**config.mk**
```make
export PLATFORM = sky130hd
export DESIGN_NAME = aco_ptu_div
export DESIGN_NICKNAME = d
export VERILOG_FILES = /design/src/sv/aco_ptu_pkg.sv /design/src/sv/aco_ptu_div.sv
export SDC_FILE = /design/constraint.sdc
export NUM_CORES = 1
export LEC_CHECK = 0
export BUFFER_PORTS_ARGS = -buffer_cell sky130_fd_sc_hd__buf_2
export CAP_MARGIN = 10
export CORE_ASPECT_RATIO = 2
export CORE_MARGIN = 2
export CORE_UTILIZATION = 55
export DETAILED_ROUTE_END_ITERATION = 6
export PLACE_DENSITY = 0.78
export SYNTH_ARGS = -nofsm -noshare
export SYNTH_HDL_FRONTEND = slang
export SYNTH_SLANG_ARGS = --single-unit
```
**constraint.sdc**
```tcl
create_clock -name clk -period 4.02 [get_ports clk]
set_input_delay 0.402 -clock clk [delete_from_list [all_inputs] [get_ports clk]]
set_output_delay 0.402 -clock clk [all_outputs]
set_load 0.02 [all_outputs]
```
**src/sv/aco_ptu_pkg.sv**
```systemverilog
// shared types and constants of the pheromone table update block
// no dependencies
package aco_ptu_pkg;

  localparam int ENTRY_W = 32;
  localparam int RATE_W = 16;
  localparam int FRAC_W = 16;
  localparam int NODE_IN_W = 6;
  localparam int KIND_W = 3;
  localparam int CFG_IDX_W = 3;
  localparam int CFG_DATA_W = 32;

  // numerator c*q*2^16 with c up to 7, denominator 10*cost
  localparam int NUM_W = 51;
  localparam int DEN_W = 36;
  localparam int DIV_CNT_W = 6;

  localparam logic [ENTRY_W-1:0] ENTRY_RESET = 32'h0001_0000;
  localparam logic [ENTRY_W-1:0] ENTRY_SAT = 32'hFFFF_FFFF;

  localparam logic [RATE_W-1:0] RATE_RESET = 16'd6554;
  localparam logic [ENTRY_W-1:0] SCALE_RESET = 32'd65536;
  localparam logic [ENTRY_W-1:0] TMIN_RESET = 32'd655;
  localparam logic [ENTRY_W-1:0] TMAX_RESET = 32'd1048576;
  localparam logic [ENTRY_W-1:0] TINIT_RESET = 32'd65536;
  localparam logic [NODE_IN_W-1:0] HNODE_RESET = 6'd63;

  localparam logic [KIND_W-1:0] KIND_EVAP = 3'd0;
  localparam logic [KIND_W-1:0] KIND_DEP_ITER = 3'd1;
  localparam logic [KIND_W-1:0] KIND_DEP_GLOB = 3'd2;
  localparam logic [KIND_W-1:0] KIND_CLAMP = 3'd3;
  localparam logic [KIND_W-1:0] KIND_BLEND = 3'd4;
  localparam logic [KIND_W-1:0] KIND_READ = 3'd5;

  localparam logic [CFG_IDX_W-1:0] CFG_RATE = 3'd0;
  localparam logic [CFG_IDX_W-1:0] CFG_SCALE = 3'd1;
  localparam logic [CFG_IDX_W-1:0] CFG_TMIN = 3'd2;
  localparam logic [CFG_IDX_W-1:0] CFG_TMAX = 3'd3;
  localparam logic [CFG_IDX_W-1:0] CFG_TINIT = 3'd4;
  localparam logic [CFG_IDX_W-1:0] CFG_HNODE = 3'd5;

  typedef enum logic [3:0] {
    S_CLEAR,
    S_IDLE,
    S_SW_RD,
    S_SW_CALC,
    S_SW_WR,
    S_DIV,
    S_DP_RD,
    S_DP_ADD,
    S_DP_WR,
    S_FIN_RD,
    S_FIN_WAIT,
    S_DONE
  } state_t;

endpackage

```
**src/sv/aco_ptu_div.sv**
```systemverilog
// restoring divider, one quotient bit per cycle, result saturated to 32 bits
// depends on aco_ptu_pkg
module aco_ptu_div (
  input  logic                              clk,
  input  logic                              rst,
  input  logic                              start,
  input  logic [aco_ptu_pkg::NUM_W-1:0]     num,
  input  logic [aco_ptu_pkg::DEN_W-1:0]     den,
  output logic                              done,
  output logic [aco_ptu_pkg::ENTRY_W-1:0]   quo
);

  localparam int NW = aco_ptu_pkg::NUM_W;
  localparam int DW = aco_ptu_pkg::DEN_W;
  localparam int CW = aco_ptu_pkg::DIV_CNT_W;
  localparam int EW = aco_ptu_pkg::ENTRY_W;

  logic          running;
  logic [CW-1:0] cnt;
  logic [NW-1:0] q_sh;
  logic [DW-1:0] den_q;
  logic [DW-1:0] rem;
  logic [DW:0]   rem_sh;
  logic          fits;

  assign rem_sh = {rem, q_sh[NW-1]};
  assign fits = rem_sh >= {1'b0, den_q};

  always_ff @(posedge clk) begin
    if (rst) begin
      running <= 1'b0;
      done <= 1'b0;
      cnt <= '0;
    end else begin
      done <= 1'b0;
      if (start) begin
        running <= 1'b1;
        cnt <= '0;
      end else if (running) begin
        cnt <= cnt + 1'b1;
        if (cnt == CW'(NW - 1)) begin
          running <= 1'b0;
          done <= 1'b1;
        end
      end
    end
  end

  // remainder stays below den, so it fits in DW bits after the subtract
  always_ff @(posedge clk) begin
    if (start) begin
      q_sh <= num;
      den_q <= den;
      rem <= '0;
    end else if (running) begin
      q_sh <= {q_sh[NW-2:0], fits};
      if (fits) begin
        rem <= DW'(rem_sh - {1'b0, den_q});
      end else begin
        rem <= rem_sh[DW-1:0];
      end
    end
  end

  assign quo = (q_sh[NW-1:EW] != '0) ? aco_ptu_pkg::ENTRY_SAT : q_sh[EW-1:0];

endmodule

```
==> impl_metrics.yaml <==
power:
  seq_power_share_pct: 40.6
  comb_power_share_pct: 20.8
  sw_frac_of_total_pct: 30.2
  pwr-share-clk_pct: 38.7
  power.switching_mw: 1.22
  p_int_mw: 2.83
  p_per_area_mw_per_mm2: 457
  ir_drop_mv: 0.311
  power.leakage_nw: 3.60
worst_setup_path:
  setup.worst_path.end: "rem[22]"
  rr_endpoint: "rem[22]"
  slowest_stage: "or4_4"
  crit_start: "rem[20]"
  crit_fanout: 14
  r2r_slack_ns: 0.61
  worstSetupStartpointType: "register"
  worstPathRequired_ns: 4.29
  cpPeakStageDelay_ns: 0.60
  crit_path_end_kind: "register"
  cp_data_arrival_time_ns: 3.68
  reg2reg_from: "rem[20]"
  ff2ff_path_depth: 9
  path_common_cell: "a211oi_1"
  worstSetupPathType: "reg -> reg"
  cp_cell_sequence: "ha_1 > nand4_1 > or4_4 > nor4_2 > a211oi_1 > a21bo_2 > buf_4 > mux2i_1 > a211oi_1"
yosys:
  synth-edff-count: 87
  synth.area.top_cells: "edfxtp_1 (34%), dfxtp_1 (12%), mux2_2 (7.5%)"
  synth_area_mm2: 0.00761
  avgSynthCellArea_um2: 10.5
  synth.yosys.seq_area_share_pct: 45.9
  ys.flop_type: "edfxtp_1"
  synth_cells: 727
  synth_nets: 856
  synth_cell_type_count: 63
  yosys_warnings: 0
  synth-seq-cells: 131
  async_flop_share_pct: 0
  synth_top_area_cell: "edfxtp_1"
  synth_top_area_share_pct: 34.3
floorplanning:
  io_pins: 123
  die_w_um: 87.2
  core-area_mm2: 0.0135
  start_util_pct: 56.3
  die_h_um: 170
  dieArea_mm2: 0.0149
  row_count: 60
clock_network:
  clockRootBuffer: "clkbuf_16"
  cts_sinks: 131
  worstSkewPairLatency_ns: 0.43
  postCtsResizedCells: 0
  cts_tree: "yes"
  clk_pin_slew_ns: 0.06
  cts_max_level: 4
  post_cts_buffers: 0
  cts_made_buffers: 17
  cts_hold_buf: 0
  ctsLongestPathBuffers: 2
drt:
  drc: 0
  ant_nets: 0
  drt_pass1_iterations: 5
  dr.max_layer_used: "met4"
  drtIter0Drc: 268
  route.met3.wl_um: 875
  wl_per_cell_um: 17.7
  vias_per_cell: 5.96
  wl_met2_um: 9690
  drt-met1-wl_um: 6350
  finalWirelength_um: 17800
  vias: 5982
sta:
  maxSlewHeadroom_pct: 29.3
  setup_viol: 0
  final-max-slew-violation-count: 0
  hold_violations: 0
  fin_setup_tns_ns: 0
  tightest_slew_ns: 1.06
  max_freq_mhz: 293
  fin_crit_ns: 3.41
  skew_ns: 0.00790
  worst_slack_ns: 0.608
  fin_crit_sh_pct: 84.9
  rsz0062_at_grt: "no"
grt:
  grt_pass1_wl_um: 28800
  antenna_found_initial: 0
  grt_max_degree: 72
  grtUsageTotal_pct: 24.8
  grt_overflow: 0
  grt_pass1_vias: 6323
final_layout:
  nFillCells: 1085
  fin_util_pct: 65.5
  nets: 964
  diodes: 0
  area_delta_synth_final_pct: 16.4
  drive_gt1_share_pct: 26.3
placed_design:
  dp_slack_ns: 0.643
  gp_congestion: 0.948
  io_buffers: 122
  dp_hpwl_um: 13000
flow_run:
  maxCapViolCount: 0
hold_path:
  holdCritPathClass: "in -> reg"
outcome:
  outcome: "complete, no violations"
worst min-delay path by stage:
stage             from  endpoint  slack [ns]  cells after the start
2_1_floorplan  rem[32]   rem[32]        0.44                      2
3_3_place_gp    cnt[5]    cnt[5]        0.47                      2
3_5_place_dp   rem[32]   rem[32]        0.47                      2
4_1_cts            rst   running        0.13                      2
5_1_grt         den[9]  den_q[9]        0.13                      1
6_report           rst   running        0.14                      2
cell families (layout without fill, tap and decap cells):
family / count (synthesis) / in the layout / share of synthesized area (%)
buf+inv: 90 / 211 / 5.36
compound gates: 164 / 164 / 14.1
fa+ha+maj: 39 / 39 / 6.51
simple gates: 185 / 185 / 12.3
mux: 84 / 84 / 11.9
xor+xnor: 34 / 34 / 3.91
flops: 131 / 131 / 45.9
cells in the mapped netlist, types with 4 or more instances:
master,number
nand3_1,5
xnor2_1,21
nor3_1,8
a21oi_1,43
clkbuf_1,24
nand2b_1,35
nand2_1,38
xor2_1,13
o211ai_1,5
edfxtp_1,87
dfxtp_1,44
mux2_2,51
nor4_1,5
nand4_1,18
buf_2,9
o21ai_0,30
a21o_1,13
inv_1,52
o21a_1,4
o21bai_1,5
a31oi_1,7
nor2_1,58
mux2i_1,33
ha_1,38
a211oi_1,32
layout by cell type, fill, tap and decap left out, types with 7 or more instances in the layout:
master,synthesis,routed
inv_1,52,51
xnor2_1,21,21
buf_2,9,121
nor3_1,8,8
edfxtp_1,87,87
nand4_1,18,18
nor2_1,58,58
mux2i_1,33,33
ha_1,38,38
a21oi_1,43,43
clkbuf_16,0,17
nand2_1,38,38
dfxtp_1,44,43
a31oi_1,7,7
a21o_1,13,13
o21ai_0,30,30
a211oi_1,32,32
xor2_1,13,13
nand2b_1,35,35
mux2_2,51,51
flip-flops by register name (all words and copies together), names as in the netlist:
name     count
q_sh        51
den_q       36
rem         36
cnt          6
done         1
running      1
metrics by stage:
stage                     cell area, µm²  cells  hold WS (ns)  power, mW
after floorplan                     7610    727         0.444       2.30
final                               8860   1003         0.135       4.05
after detailed placement            8260    971         0.466       2.50
after global placement              8260    971         0.465       2.47
after CTS                           8860   1003         0.131       4.07
after global routing                8860   1003         0.135       4.22
routing by layer:
metal,up-vias,track usage (%)
li1,2884,-
met1,2815,24.4
met2,220,45.3
met3,63,6.35
met4,0,14.2
met5,-,0
final cells by class:
cell class | instances | area [µm²] | share of cell area, %
clock buffer | 17 | 425 | 4.80
tap | 155 | 194 | 2.19
sequential | 131 | 3490 | 39.5
clock inverter | 15 | 169 | 1.91
timing repair buffer | 127 | 663 | 7.49
inverter | 52 | 195 | 2.20
multi-input combinational | 506 | 3710 | 41.9
critical path: cells and delay by family (launching register included):
kind	cells	cell delay, ns
simple gates	3	1.09
compound gates	3	0.73
fa+ha+maj	1	0.47
flops	1	0.35
buf+inv	1	0.33
mux	1	0.26
power by group through the flow:
stage	Sequential [mW]	Combinational, mW	Clock, mW
after floorplan	1.64	0.653	0
after global placement	1.66	0.809	0
after detailed placement	1.67	0.830	0
after CTS	1.64	0.837	1.59
after global routing	1.66	0.922	1.64
final	1.64	0.841	1.57
Power figures use the tool's default switching activity.
